[config.mk]
export PLATFORM = sky130hd
export DESIGN_NAME = fct_stats
export DESIGN_NICKNAME = d
export VERILOG_FILES = /design/src/fct_pkg.sv /design/src/fct_stats.sv
export SDC_FILE = /design/constraint.sdc
export NUM_CORES = 1
export LEC_CHECK = 0
export ABC_AREA = 0
export BUFFER_PORTS_ARGS = -buffer_cell sky130_fd_sc_hd__buf_4
export CAP_MARGIN = 20
export CORE_MARGIN = 1.5
export CORE_UTILIZATION = 55
export CTS_BUF_LIST = sky130_fd_sc_hd__clkbuf_8
export CTS_CLUSTER_SIZE = 24
export DETAILED_ROUTE_END_ITERATION = 10
export GPL_TIMING_DRIVEN = 0
export MAX_ROUTING_LAYER = met4
export PLACE_DENSITY = 0.77
export SKIP_LAST_GASP = 1
export SYNTH_ARGS = -nofsm -noshare
export SYNTH_HDL_FRONTEND = slang
export SYNTH_SLANG_ARGS = --single-unit
[constraint.sdc]
create_clock -name clk -period 4.8 [get_ports clk]
set_input_delay 0.48 -clock clk [delete_from_list [all_inputs] [get_ports clk]]
set_output_delay 0.48 -clock clk [all_outputs]
set_load 0.02 [all_outputs]
[src/fct_pkg.sv]
// Shared types and constants of the flow-tracking packet classifier.
// Used by every module of the block but fct_ram, by the checker and the testbench.
// No dependencies.
package fct_pkg;

  // Header codes taken from the extracted fields.
  localparam logic [15:0] ETH_IPV4 = 16'h0800;
  localparam logic [15:0] ETH_IPV6 = 16'h86DD;
  localparam logic [7:0]  PROTO_TCP = 8'd6;
  localparam logic [7:0]  PROTO_UDP = 8'd17;
  localparam logic [3:0]  IP_VER4 = 4'd4;
  localparam logic [3:0]  IP_VER6 = 4'd6;

  // Fixed header sizes in bytes.
  localparam logic [7:0] ETH_HDR_BYTES = 8'd14;
  localparam logic [5:0] IPV6_HDR_BYTES = 6'd40;
  localparam logic [5:0] UDP_HDR_BYTES = 6'd8;

  // Widths of result fields that do not follow the table size.
  localparam int FLOW_IDX_W = 6;
  localparam int FLOW_CNT_W = 7;

  // Result status codes.
  typedef enum logic [3:0] {
    ST_NON_IP    = 4'd0,
    ST_NOT_L4    = 4'd1,
    ST_FILTERED  = 4'd2,
    ST_TCP_KNOWN = 4'd3,
    ST_TCP_NEW   = 4'd4,
    ST_UDP_KNOWN = 4'd5,
    ST_UDP_NEW   = 4'd6,
    ST_TCP_FULL  = 4'd7,
    ST_UDP_FULL  = 4'd8
  } fct_status_t;

  // Lookup engine states.
  typedef enum logic [1:0] {
    ENG_IDLE,
    ENG_SCAN,
    ENG_DONE
  } fct_state_t;

  // One packet's extracted header fields.
  typedef struct packed {
    logic [15:0] frame_type;
    logic [3:0]  ip_version;
    logic [3:0]  ip_header_words;
    logic [7:0]  next_protocol;
    logic [63:0] src_addr_hi;
    logic [63:0] src_addr_lo;
    logic [63:0] dst_addr_hi;
    logic [63:0] dst_addr_lo;
    logic [15:0] src_port;
    logic [15:0] dst_port;
    logic [3:0]  tcp_data_offset;
    logic [15:0] captured_length;
  } fct_in_t;

  // One flow table entry: the flow key. Tag bit 0 is UDP, bit 1 is IPv6.
  typedef struct packed {
    logic [63:0] src_hi;
    logic [63:0] src_lo;
    logic [63:0] dst_hi;
    logic [63:0] dst_lo;
    logic [31:0] ports;
    logic [1:0]  tag;
  } fct_entry_t;

  localparam int ENTRY_W = $bits(fct_entry_t);

  // Decoded packet handed from the parser to the lookup engine.
  typedef struct packed {
    logic        lookup;
    fct_status_t status;
    logic        udp;
    logic [5:0]  thl;
    logic [15:0] pay;
    fct_entry_t  key;
  } fct_job_t;

  // Finished packet handed from the engine to the counters and output stage.
  typedef struct packed {
    logic                  fire;
    fct_status_t           status;
    logic [5:0]            thl;
    logic [15:0]           pay;
    logic [FLOW_IDX_W-1:0] flow_index;
  } fct_result_t;

  // Counter values after a packet.
  typedef struct packed {
    logic [31:0]           total_packets;
    logic [31:0]           tcp_packet_total;
    logic [31:0]           udp_packet_total;
    logic [31:0]           tcp_byte_total;
    logic [31:0]           udp_byte_total;
    logic [FLOW_CNT_W-1:0] tcp_flow_total;
    logic [FLOW_CNT_W-1:0] udp_flow_total;
  } fct_counts_t;

endpackage

[src/fct_stats.sv]
// Per-protocol packet, byte and flow counters, advanced once per finished
// packet. Depends on fct_pkg.
module fct_stats (
  input  logic                   clk,
  input  logic                   rst,
  input  fct_pkg::fct_result_t   res,
  output fct_pkg::fct_counts_t   counts_next
);

  fct_pkg::fct_counts_t counts;
  logic is_tcp;
  logic is_udp;
  logic tcp_new;
  logic udp_new;

  // Which counters this packet touches.
  always_comb begin
    is_tcp = (res.status == fct_pkg::ST_TCP_KNOWN) || (res.status == fct_pkg::ST_TCP_NEW) ||
             (res.status == fct_pkg::ST_TCP_FULL);
    is_udp = (res.status == fct_pkg::ST_UDP_KNOWN) || (res.status == fct_pkg::ST_UDP_NEW) ||
             (res.status == fct_pkg::ST_UDP_FULL);
    tcp_new = (res.status == fct_pkg::ST_TCP_NEW);
    udp_new = (res.status == fct_pkg::ST_UDP_NEW);
  end

  // Counter values after this packet; all wrap.
  always_comb begin
    counts_next.total_packets = counts.total_packets + 32'd1;
    counts_next.tcp_packet_total = counts.tcp_packet_total + {31'd0, is_tcp};
    counts_next.udp_packet_total = counts.udp_packet_total + {31'd0, is_udp};
    counts_next.tcp_byte_total = counts.tcp_byte_total + (is_tcp ? {16'd0, res.pay} : 32'd0);
    counts_next.udp_byte_total = counts.udp_byte_total + (is_udp ? {16'd0, res.pay} : 32'd0);
    counts_next.tcp_flow_total = counts.tcp_flow_total +
                                 fct_pkg::FLOW_CNT_W'(tcp_new);
    counts_next.udp_flow_total = counts.udp_flow_total +
                                 fct_pkg::FLOW_CNT_W'(udp_new);
  end

  // Counter registers.
  always_ff @(posedge clk) begin
    if (rst) begin
      counts <= '0;
    end else if (res.fire) begin
      counts <= counts_next;
    end
  end

endmodule

### Word level (Yosys, flattened, before mapping)

Index checks and enable logic that the tools add are counted.
Widths: inputs -> output; s select.

* flip-flop bits (word level): 174
* bits in latches: 0
* RAM bits: 0
* bits in read-only memories: 0
* logic and storage cells: 26
* memories kept: 0

* add/subtract/negate cells: 7
* $mul: 0
* divide/modulo/power cells: 0
* $lt $le $gt $ge: 0
* equal/unequal tests: 6
* shift operators: 0
* multiplexer cells: 2
* bitwise operators: 0
* reduce and logical (&&, ||, !) cells: 4

Operators with widths (number)
* $add 32x1->32: 2
* $add 32x16->32: 2
* $add 32x1->32 const B: 1
* $mux 16: 2
* $eq 4x3->1 const B: 4
* $add 7x1->7: 2
* $eq 4x2->1 const B: 1
* $eq 4x4->1 const B: 1
* $logic_or 1x1->1: 4

### Logic depth before layout (Yosys ltp)

* word-level depth: 5
* gate-level depth with buffers: 15
* gate-level depth less buffers: 13

### Least setup slack after synthesis

Ideal clock, no wire load.

* kind: input -> output
* from: input port res[29] in the netlist's numbering
* to: output port counts_next[36] in the netlist's numbering
* arrival: 3.631 ns
* required time: 4.320 ns
* slack: 0.689 ns
* stages: 13
* buffers on the path: 2
* cell sequence: xnor2_1 nor2_1 a31oi_1 clkbuf_1 nor2b_1 ha_1 a21oi_1 o21ai_0 a221oi_1 and2_1 clkbuf_1 nor2_1 xnor2_1

RTL lines
* from (decl): RTL line fct_stats.sv:6 `input fct_pkg::fct_result_t res,`
* to (decl): RTL line fct_stats.sv:7 `output fct_pkg::fct_counts_t counts_next`

==> impl_results.md <==
* Outcome: finished, final reports clean
* Total Power at 0.00280 W
* Via density at 5.57
* Yosys cell types at 69
* Via count of the routed design at 10,400
* Max Cap Viol at 0
* Syn nets at 1,454
* Hold slack at 0.416 ns
* Post-synth top cells: nor2_1, dfxtp_1, xor2_1
* Fin crit share at 94.8%
* Nets at 1,672
* Setup TNS Final at 0 ns
* Setup crit start kind: input pin
* Post-DRT Antenna Nets at 0
* Biggest regs: counts (174)
* Reg2reg setup slack at 1.95 ns
* FFs w/ async S/R, synth at 0%
* Final Hold Fails at 0
* Initial core utilization at 56.7%
* Share of layout cells above drive strength 1 at 17.1%
* Die Y at 145 um
* Critical Path AT at 4.07 ns
* CP endpoint kind: primary output
* F_max at 220 MHz
* CP Capture Point: counts_next[42]
* CTS clk-pin slew, worst paths at 0.10 ns
* Initial antenna violation count at 0
* Worst-Margin Slew at 1.05 ns
* Max rail drop VDD at 0.173 mV
* WL/cell at 16.1 um
* Setup Skew at 0.0121 ns
* Worst setup path startpoint: res[29]
* Max FFs per register at 174
* Critical path depth at 17
* Drc violations at 0
* Clock tree from TritonCTS: done
* PwrDens at 209 nW/um^2
* Worst Hold Class: input pin to flop
* Synth top area share at 31.3%
* Area grow syn2layout at 20.1%
* Final min period at 4.55 ns
* Top cells by area, synth: dfxtp_1, xor2_1, xnor2_1, nor2_1, ha_1
* Number of cells on the worst reg-to-reg path at 9
* Family with the most delay on the worst path: compound AO/OA/AOI/OAI gates
* Total CTS buffers at 17
* Worst slew margin at 29.4%
* Cell Chain, Critical Path: buf_4 -> xnor2_1 -> nor2_1 -> a31oi_2 -> clkbuf_2 -> nor2b_1 -> ha_1 -> fa_1 -> a21oi_1 -> o21ai_0 -> nand3_1 -> a21o_1 -> and2_1 -> clkbuf_2 -> nor3_1 -> xor2_1 -> buf_4
* Clock sink count at 174
* Htree depth at 4
* Pre-Repair DR Iteration Count at 5
* Half-perimeter wire length after placement at 22.3 mm
* P_leak at 5.99 nW
* Mapped Cells at 1,376
* Worst Path Required at 4.32 ns
* Slowest stage delay, CP at 0.43 ns
* Biggest register: counts
* Crit Path Category: input pin to primary output
* Total Wirelength at 30.1 mm
* Cell area after synthesis at 11,100 sq um
* Critical Path Fanout Max at 10
* Final Max Slew Viols at 0
* Top-Level Pins at 209
* Synth warn at 0
* Clock tree buffer depth at 2
* Yosys top cell by area: dfxtp_1
* Finish-stage setup viols at 0
* WP buf/inv at 4
* Die Width at 145 um
* Reg2reg start: counts[46]
* Clk_lat worst skew at 0.48 ns
* RR Endpoint: counts[60]
* EDFF count, synth at 0
* First-pass GRT wire length at 48.3 mm
* Row cnt at 51
* Commonest register cell after synthesis: dfxtp_1
* Vias in the first global route at 9,561
* Clk root buf: clkbuf_8
* Critical Path Slowest Stage Cell: a31oi_2
* Core area at 19,700 sq um
* # diodes at 0
* Drt first-iter violations at 559
* Cell with the most instances after synthesis: nor2_1
* Pin count of the biggest net entering global routing at 18
* Overall Global Routing Usage at 28.9%
* Syn Area/Cell at 8.09 sq um
* Die area at 21,100 sq um
* RSZ-0062 raised after global routing: false
* Sequential fraction of the synthesis area at 31.3%
* Total grt overflow at 0
* I/O Buffers at 195
* Yosys reg bits at 174
* RePlAce Congestion at 0.935
[layer usage]
metal	GRT usage [%]	routed length, um	vias to the layer above
met3	4.59	1950	35
met4	7.24	433	0
li1	-	-	5142
met1	38.1	13500	4915
met5	-	0	-
met2	46.1	14200	332
[through the flow]
| stage | util [%] | cell area [sq um] | setup slack, ns | std cells |
|---|---|---|---|---|
| 2_1_floorplan | - | 11100 | 0.689 | 1376 |
| 3_3_place_gp | 65.8 | 12900 | -0.324 | 1836 |
| 3_5_place_dp | 65.8 | 12900 | -0.406 | 1836 |
| 4_1_cts | 67.8 | 13300 | 0.0530 | 1868 |
| 5_1_grt | 68.0 | 13400 | 0.00187 | 1872 |
| 6_report | 68.0 | 13400 | 0.248 | 1872 |
[cell families after synthesis]
kind of cell | Yosys count | synth area share [%]
AO/OA/AOI/OAI | 165 | 9.98
XOR/XNOR | 264 | 20.8
adder cells (fa/ha/maj) | 43 | 4.97
buffers and inverters | 92 | 3.26
flip-flops | 174 | 31.3
multiplexers | 33 | 3.00
AND/OR/NAND/NOR | 605 | 26.8
[tightest hold or removal path, stage by stage]
cell and delay, ns:
buf_4 0.14, nor2b_1 0.10, mux2_2 0.15
[repair_timing]
action / 4_1_cts / 5_1_grt
hold buffers: 0 / 0
pin swaps: 0 / 1
setup buffers: 0 / 4
setup endpoints to repair: 10 / 29
gates resized for setup: 3 / 8
[worst min-delay path by stage]
stage          startpoint          end  slack (ns)  cells after the start
2_1_floorplan  counts[57]   counts[57]        0.46                      2
3_3_place_gp   counts[16]   counts[16]        0.48                      2
3_5_place_dp   counts[48]   counts[48]        0.48                      2
4_1_cts               rst   counts[73]        0.39                      3
5_1_grt               rst  counts[141]        0.41                      3
6_report              rst   counts[73]        0.42                      3
[final cells by class]
class / count / area [sq um]
clock inverters: 14 / 128
fillers: 1741 / 6280
flip-flops and latches: 174 / 3480
clock buffers: 18 / 248
multi-input cells: 1110 / 7320
plain buffers: 77 / 310
repair buffers: 199 / 1490
well taps: 265 / 332
inverters: 15 / 56.3
[report_power, final]
group	switching (W)	internal, W
clock	0.000610	0.000391
combinational	0.000213	0.000117
sequential	0.0000109	0.00146
total	0.000834	0.00197
[placed cells by master (no fill, tap or decap), types with 4 or more instances in the layout]
master,Yosys,routed
mux2i_1,30,30
o211ai_1,4,4
buf_2,7,7
dfxtp_1,174,174
a21oi_1,52,49
and3_1,29,29
inv_6,0,5
nor2_1,202,202
o21a_1,6,6
clkbuf_2,1,4
inv_1,15,15
buf_4,2,201
xnor2_1,98,98
and2_1,30,30
o2111ai_1,8,8
nor4_1,6,6
a21o_1,16,16
nand4_1,45,45
nor2b_1,24,24
xor2_1,166,166
clkbuf_8,0,18
buf_1,10,10
o21ai_0,36,36
ha_1,41,41
a31o_2,4,4
and4_1,15,15
a211oi_1,4,4
nand3_1,63,63
or2_2,5,5
clkbuf_1,57,54
nand2_1,122,122
or3_1,22,22
nor3_1,20,20
a31oi_1,5,4
Power figures use the tool's default switching activity.
