## src/fct_pkg.sv

```systemverilog
// Shared types and constants of the flow-tracking packet classifier.
// Used by every module of the block but fct_ram, by the checker and the testbench.
// No dependencies.
package fct_pkg;

  // Header codes taken from the extracted fields.
  localparam logic [15:0] ETH_IPV4 = 16'h0800;
  localparam logic [15:0] ETH_IPV6 = 16'h86DD;
  localparam logic [7:0]  PROTO_TCP = 8'd6;
  localparam logic [7:0]  PROTO_UDP = 8'd17;
  localparam logic [3:0]  IP_VER4 = 4'd4;
  localparam logic [3:0]  IP_VER6 = 4'd6;

  // Fixed header sizes in bytes.
  localparam logic [7:0] ETH_HDR_BYTES = 8'd14;
  localparam logic [5:0] IPV6_HDR_BYTES = 6'd40;
  localparam logic [5:0] UDP_HDR_BYTES = 6'd8;

  // Widths of result fields that do not follow the table size.
  localparam int FLOW_IDX_W = 6;
  localparam int FLOW_CNT_W = 7;

  // Result status codes.
  typedef enum logic [3:0] {
    ST_NON_IP    = 4'd0,
    ST_NOT_L4    = 4'd1,
    ST_FILTERED  = 4'd2,
    ST_TCP_KNOWN = 4'd3,
    ST_TCP_NEW   = 4'd4,
    ST_UDP_KNOWN = 4'd5,
    ST_UDP_NEW   = 4'd6,
    ST_TCP_FULL  = 4'd7,
    ST_UDP_FULL  = 4'd8
  } fct_status_t;

  // Lookup engine states.
  typedef enum logic [1:0] {
    ENG_IDLE,
    ENG_SCAN,
    ENG_DONE
  } fct_state_t;

  // One packet's extracted header fields.
  typedef struct packed {
    logic [15:0] frame_type;
    logic [3:0]  ip_version;
    logic [3:0]  ip_header_words;
    logic [7:0]  next_protocol;
    logic [63:0] src_addr_hi;
    logic [63:0] src_addr_lo;
    logic [63:0] dst_addr_hi;
    logic [63:0] dst_addr_lo;
    logic [15:0] src_port;
    logic [15:0] dst_port;
    logic [3:0]  tcp_data_offset;
    logic [15:0] captured_length;
  } fct_in_t;

  // One flow table entry: the flow key. Tag bit 0 is UDP, bit 1 is IPv6.
  typedef struct packed {
    logic [63:0] src_hi;
    logic [63:0] src_lo;
    logic [63:0] dst_hi;
    logic [63:0] dst_lo;
    logic [31:0] ports;
    logic [1:0]  tag;
  } fct_entry_t;

  localparam int ENTRY_W = $bits(fct_entry_t);

  // Decoded packet handed from the parser to the lookup engine.
  typedef struct packed {
    logic        lookup;
    fct_status_t status;
    logic        udp;
    logic [5:0]  thl;
    logic [15:0] pay;
    fct_entry_t  key;
  } fct_job_t;

  // Finished packet handed from the engine to the counters and output stage.
  typedef struct packed {
    logic                  fire;
    fct_status_t           status;
    logic [5:0]            thl;
    logic [15:0]           pay;
    logic [FLOW_IDX_W-1:0] flow_index;
  } fct_result_t;

  // Counter values after a packet.
  typedef struct packed {
    logic [31:0]           total_packets;
    logic [31:0]           tcp_packet_total;
    logic [31:0]           udp_packet_total;
    logic [31:0]           tcp_byte_total;
    logic [31:0]           udp_byte_total;
    logic [FLOW_CNT_W-1:0] tcp_flow_total;
    logic [FLOW_CNT_W-1:0] udp_flow_total;
  } fct_counts_t;

endpackage

```

## src/fct_parse.sv

```systemverilog
// Header decode: classifies one packet, derives header and payload lengths
// and builds the flow key. Depends on fct_pkg.
module fct_parse (
  input  fct_pkg::fct_in_t  pkt,
  input  logic [15:0]       port_filter,
  output fct_pkg::fct_job_t job
);

  logic       is_ip;
  logic       l4_ok;
  logic       udp;
  logic       v6;
  logic       filtered;
  logic [5:0] thl_raw;
  logic [5:0] iphl;
  logic [7:0] hdrs;

  // Classification of the packet.
  always_comb begin
    is_ip = (pkt.frame_type == fct_pkg::ETH_IPV4) || (pkt.frame_type == fct_pkg::ETH_IPV6);
    l4_ok = ((pkt.ip_version == fct_pkg::IP_VER4) || (pkt.ip_version == fct_pkg::IP_VER6)) &&
            ((pkt.next_protocol == fct_pkg::PROTO_TCP) ||
             (pkt.next_protocol == fct_pkg::PROTO_UDP));
    udp = (pkt.next_protocol == fct_pkg::PROTO_UDP);
    v6 = (pkt.ip_version == fct_pkg::IP_VER6);
    filtered = (port_filter != 16'd0) && (pkt.src_port != port_filter);
  end

  // Header lengths; the sum stays below 256.
  always_comb begin
    thl_raw = udp ? fct_pkg::UDP_HDR_BYTES : {pkt.tcp_data_offset, 2'b00};
    iphl = v6 ? fct_pkg::IPV6_HDR_BYTES : {pkt.ip_header_words, 2'b00};
    hdrs = fct_pkg::ETH_HDR_BYTES + {2'b00, iphl} + {2'b00, thl_raw};
  end

  // Job for the engine. Dropped packets carry zero payload length.
  always_comb begin
    job.lookup = is_ip && l4_ok && !filtered;
    priority if (!is_ip) begin
      job.status = fct_pkg::ST_NON_IP;
    end else if (!l4_ok) begin
      job.status = fct_pkg::ST_NOT_L4;
    end else begin
      job.status = fct_pkg::ST_FILTERED;
    end
    job.udp = udp;
    job.thl = (is_ip && l4_ok) ? thl_raw : 6'd0;
    if (job.lookup && (pkt.captured_length > {8'd0, hdrs})) begin
      job.pay = pkt.captured_length - {8'd0, hdrs};
    end else begin
      job.pay = 16'd0;
    end
    // IPv4 addresses keep only their low 32 bits.
    job.key.src_hi = v6 ? pkt.src_addr_hi : 64'd0;
    job.key.dst_hi = v6 ? pkt.dst_addr_hi : 64'd0;
    job.key.src_lo = v6 ? pkt.src_addr_lo : {32'd0, pkt.src_addr_lo[31:0]};
    job.key.dst_lo = v6 ? pkt.dst_addr_lo : {32'd0, pkt.dst_addr_lo[31:0]};
    job.key.ports = {pkt.src_port, pkt.dst_port};
    job.key.tag = {v6, udp};
  end

endmodule

```

## config.mk

```make
export PLATFORM = sky130hd
export DESIGN_NAME = fct_parse
export DESIGN_NICKNAME = d
export VERILOG_FILES = /design/src/fct_pkg.sv /design/src/fct_parse.sv
export SDC_FILE = /design/constraint.sdc
export NUM_CORES = 1
export LEC_CHECK = 0
export ABC_AREA = 1
export BUFFER_PORTS_ARGS = -buffer_cell sky130_fd_sc_hd__buf_2
export CAP_MARGIN = 10
export CORE_AREA = 4 4 258 260
export DETAILED_ROUTE_END_ITERATION = 12
export DIE_AREA = 0 0 262 264
export GPL_TIMING_DRIVEN = 0
export PLACE_DENSITY = 0.33
export SYNTH_ARGS = -nofsm -noshare
export SYNTH_HDL_FRONTEND = slang
export SYNTH_SLANG_ARGS = --single-unit
```

## constraint.sdc

```tcl
create_clock -name vclk -period 3.1
set_input_delay 0 -clock vclk [all_inputs]
set_output_delay 0 -clock vclk [all_outputs]
set_load 0.01 [all_outputs]
```

* Word level (Yosys, flattened, before mapping)
Index checks and enable logic that the tools add are counted.
** Operators by class
- Reductions and logical operators :: 10
- Equal/unequal tests :: 7
- Order comparisons :: 1
- Multipliers :: 0
- Bitwise gates (word level) :: 0
- Mux-type cells :: 10
- Shifts and indexed selects :: 0
- Add/sub/neg operators :: 3
- Div/mod/pow operators :: 0
** Operator list (number)
- 64-bit 2-to-1 mux :: 4
- 6-bit 2-to-1 mux :: 3
- 16-bit by 12-bit == test with 1-bit output (second input constant) :: 1
- 16-bit == test (second input constant) :: 1
- 16-bit by 8-bit greater-than comparator with 1-bit output :: 1
- 16-bit 2-to-1 mux :: 1
- 16-bit != test :: 1
- 16-bit nonzero test :: 1
- 16-bit by 8-bit subtractor with 16-bit output :: 1
- 7-bit by 6-bit adder with 8-bit output :: 1
- 4-bit by 3-bit == test with 1-bit output (second input constant) :: 2
- 8-bit by 3-bit == test with 1-bit output (second input constant) :: 1
- 8-bit by 5-bit == test with 1-bit output (second input constant) :: 1
- 4-bit by 6-bit adder with 7-bit output (first input constant) :: 1
- 1-bit logical AND :: 5
- 2-bit 2-to-1 mux :: 2
- 1-bit logical OR :: 3
- 1-bit logical NOT :: 1
** Word-level totals
- Bits in registers :: 0
- Memories :: 0
- Memory bits (writable) :: 0
- Output and inout bits :: 318
- Input port bits :: 356
- Bits in latches :: 0
- Memory bits (read-only) :: 0
- Logic and storage cells :: 31

* Logic depth before layout (Yosys ltp)
- Depth after elaboration :: 7
- Mapped depth :: 23
- Depth with buffers taken out :: 23

* Least setup slack after synthesis
OpenSTA, ideal clock, no wires.
- Kind :: input to output
- Start :: input port pkt[323] (netlist name)
- End :: output port job[295] (netlist name)
- Path slack :: 0.329 ns
- Cell stages on the path :: 20
- Path buffers :: 3
- Data required time :: 3.100 ns
- Arrival :: 2.771 ns
- Cells stage by stage :: inv_1 nand4_1 clkbuf_1 clkbuf_1 nand2_1 ha_1 inv_1 ha_1 fa_1 xnor2_1 ha_1 nand2_1 nor2_1 nand2_1 nand3_2 nand2_1 nand2_1 nand3_4 buf_6 nor2_2
** RTL lines
- start: declaration :: line fct_parse.sv:4 : input fct_pkg::fct_in_t pkt,
- end: declaration :: line fct_parse.sv:6 : output fct_pkg::fct_job_t job

==> results.toml <==
[detailed_routing]
drc_errors = 0
drt.antenna.violating_nets = 0
first_iter_violations = 128
vias = 6887
via_per_inst = 2.971
dr.pass1.iters = 5
drt_wl_total_um = 37310
wire_per_inst_um = 16.09

[synth]
ys_seq_area_frac = 0
synth.avg_cell_area_um2 = 4.626
synthDistinctLibCells = 26
synth-warning-count = 0
synth_cells = 830
netlist_area_um2 = 3840

[finish]
fin_cells = 2318
drive_above_1_share = 0.5601
num-clock-buffers = 0
fin_nets = 1831
final-seq-area_um2 = 0
fillers = 7613
seq_cell_count = 0
fin_util = 0.1360
area_growth_pct = 127.0

[global_routing]
met1_usage = 0.09976
grt_pass1_wl_um = 48910
antenna_found_initial = 34
top_usage_layer = "met2"
grt.total_usage = 0.09794
grt_max_degree = 20
grt_pass1_vias = 7160
use_met2 = 0.1861
overflow = 0
use_met3 = 0.03796

[sta]
hold_ws_ns = 0.1842
min_period_ns = 2.972
clock.fmax_mhz = 336.5
tightest_slew_ns = 0.8048
finalHoldViolations = 0
setup_viol = 0
maxSlewViolCount = 0
relSlewSlack = 0.4634
final.period_utilization = 0.9586
rsz0062_at_grt = "true"

[place]
dp_hpwl_um = 35010
port_buffers = 590
dp_cells = 2278
place_congestion = 0.8761

[critical_path]
cp.required_ns = 3.10
crit_path_max_incr_delay_ns = 0.27
end_kind = "output port"
slowest_stage = "clkinvlp_4"
cp_common_cell = "buf_4"
path_max_fanout = 5
cp-start-kind = "input pin"
worst-setup-path-type = "input pin to output port"
crit_buf_inv = 19
crit_family = "buffers and inverters"
worstPathArrival_ns = 2.97

[power_and_ir_drop]
p_sw_frac = 0.5077
internal_power_uw = 528.2
powerDensity_nw_per_um2 = 123.1
leakagePower_nw = 5.928
seqPwrFrac = 0
combPwrFrac = 1.000
p_clk_frac = 0
p_sw_uw = 544.6
peakVddDrop_uv = 54.18

[floorplanning]
die_x_um = 262
initial_core_util = 0.05989
design.core.area_um2 = 64120
pin_count = 674
die_y_um = 264
rows = 93
die_area_um2 = 69170

[status]
status = "complete, no violations"

[clock_tree]
postCtsHoldBufs = 0

[flow_run]
max_cap_viol_count = 0

[hold_path]
hold_class = "input pin to output port"
-- per-layer routing --
| metal | vias up | share of wire |
|---|---|---|
| met5 | - | 0.00046 |
| met4 | 2 | 0.028 |
| met3 | 62 | 0.12 |
| met2 | 424 | 0.50 |
| met1 | 2982 | 0.34 |
| li1 | 3417 | - |
-- per-stage QoR --
stage,setup TNS (ns),cell area [µm²],power (mW),worst slack (ns)
after floorplan,0,3851,0.4650,0.3285
after global placement,-24.51,7874,0.8878,-1.626
after detailed placement,-25.15,7874,0.8907,-1.669
after CTS,-0.01917,8378,0.9935,-0.01145
after global routing,-0.1710,8708,1.193,-0.03433
final,0,8718,1.073,0.1283
-- Yosys cell counts, drive strengths merged --
library cell  instances  area [µm²]
a21o                  1       7.510
a21oi                 6       30.03
buf                 104       784.5
clkbuf               21       78.83
conb                  1       3.750
fa                    2       40.04
ha                   14       175.2
inv                 263       987.2
nand2               112       422.9
nand3                11       72.57
nand3b                2       15.01
nand4                 5       31.28
nor2                267        1040
nor3                  1       5.000
nor4                  2       12.51
o21ai                 3       15.01
or2                   5       31.28
xnor2                 5       43.79
xor2                  5       43.79
-- logic make-up (layout without fill, tap and decap cells) --
group / Yosys count / after routing / synth area share
AO/OA/AOI/OAI: 10 / 10 / 0.01369
XOR/XNOR: 10 / 10 / 0.02281
adder cells (fa/ha/maj): 16 / 16 / 0.05605
buffers and inverters: 388 / 1012 / 0.4819
other: 1 / 10 / 0.0009766
AND/OR/NAND/NOR: 405 / 405 / 0.4246
-- cells in the final DEF, fill, tap and decap left out, types with 2 or more instances in the layout --
cell type,count
ha_1,3
xnor2_1,3
inv_2,7
xnor2_2,2
nand2_1,93
a21oi_2,3
diode_2,6
buf_4,134
conb_1,4
buf_12,2
nor4_1,2
xor2_2,2
or2_2,2
nor2_4,18
nand3b_1,2
a21oi_1,2
nand2_2,11
buf_6,11
ha_4,11
xor2_1,3
clkbuf_1,19
nor2_1,239
buf_8,2
or2_1,2
buf_2,579
nand3_2,3
nand2_4,8
nand4_1,5
inv_1,252
nor2_2,10
nand3_1,7
-- final timing paths --
check | start | endpoint | slack, ns | depth (start not counted)
worst max-delay path | pkt[308] | job[308] | 0.13 | 25
worst min-delay path | pkt[181] | job[163] | 0.18 | 2
-- power groups by stage --
stage	logic (mW)	clock network, mW	registers, mW
6_report	1.07	0.000000262	0
5_1_grt	1.19	0.0000000883	0
4_1_cts	0.994	0	0
3_5_place_dp	0.891	0	0
3_3_place_gp	0.888	0	0
2_1_floorplan	0.465	0	0
-- area by class of cell --
type | count | area [µm²] | share of cell area
Antenna cell | 6 | 15.01 | 0.001722
Buffer | 124 | 878.3 | 0.1007
Inverter | 263 | 1006 | 0.1154
Multi-Input combinational cell | 445 | 2417 | 0.2773
Tap cell | 855 | 1070 | 0.1227
Timing Repair Buffer | 625 | 3332 | 0.3822
-- what timing repair did --
action,CTS,global route
gates cloned,1,0
gates resized for setup,68,69
pin swaps,18,31
buffers inserted,30,5
setup endpoints to repair,16,21
Note: power is estimated with default switching activity, not from simulation.
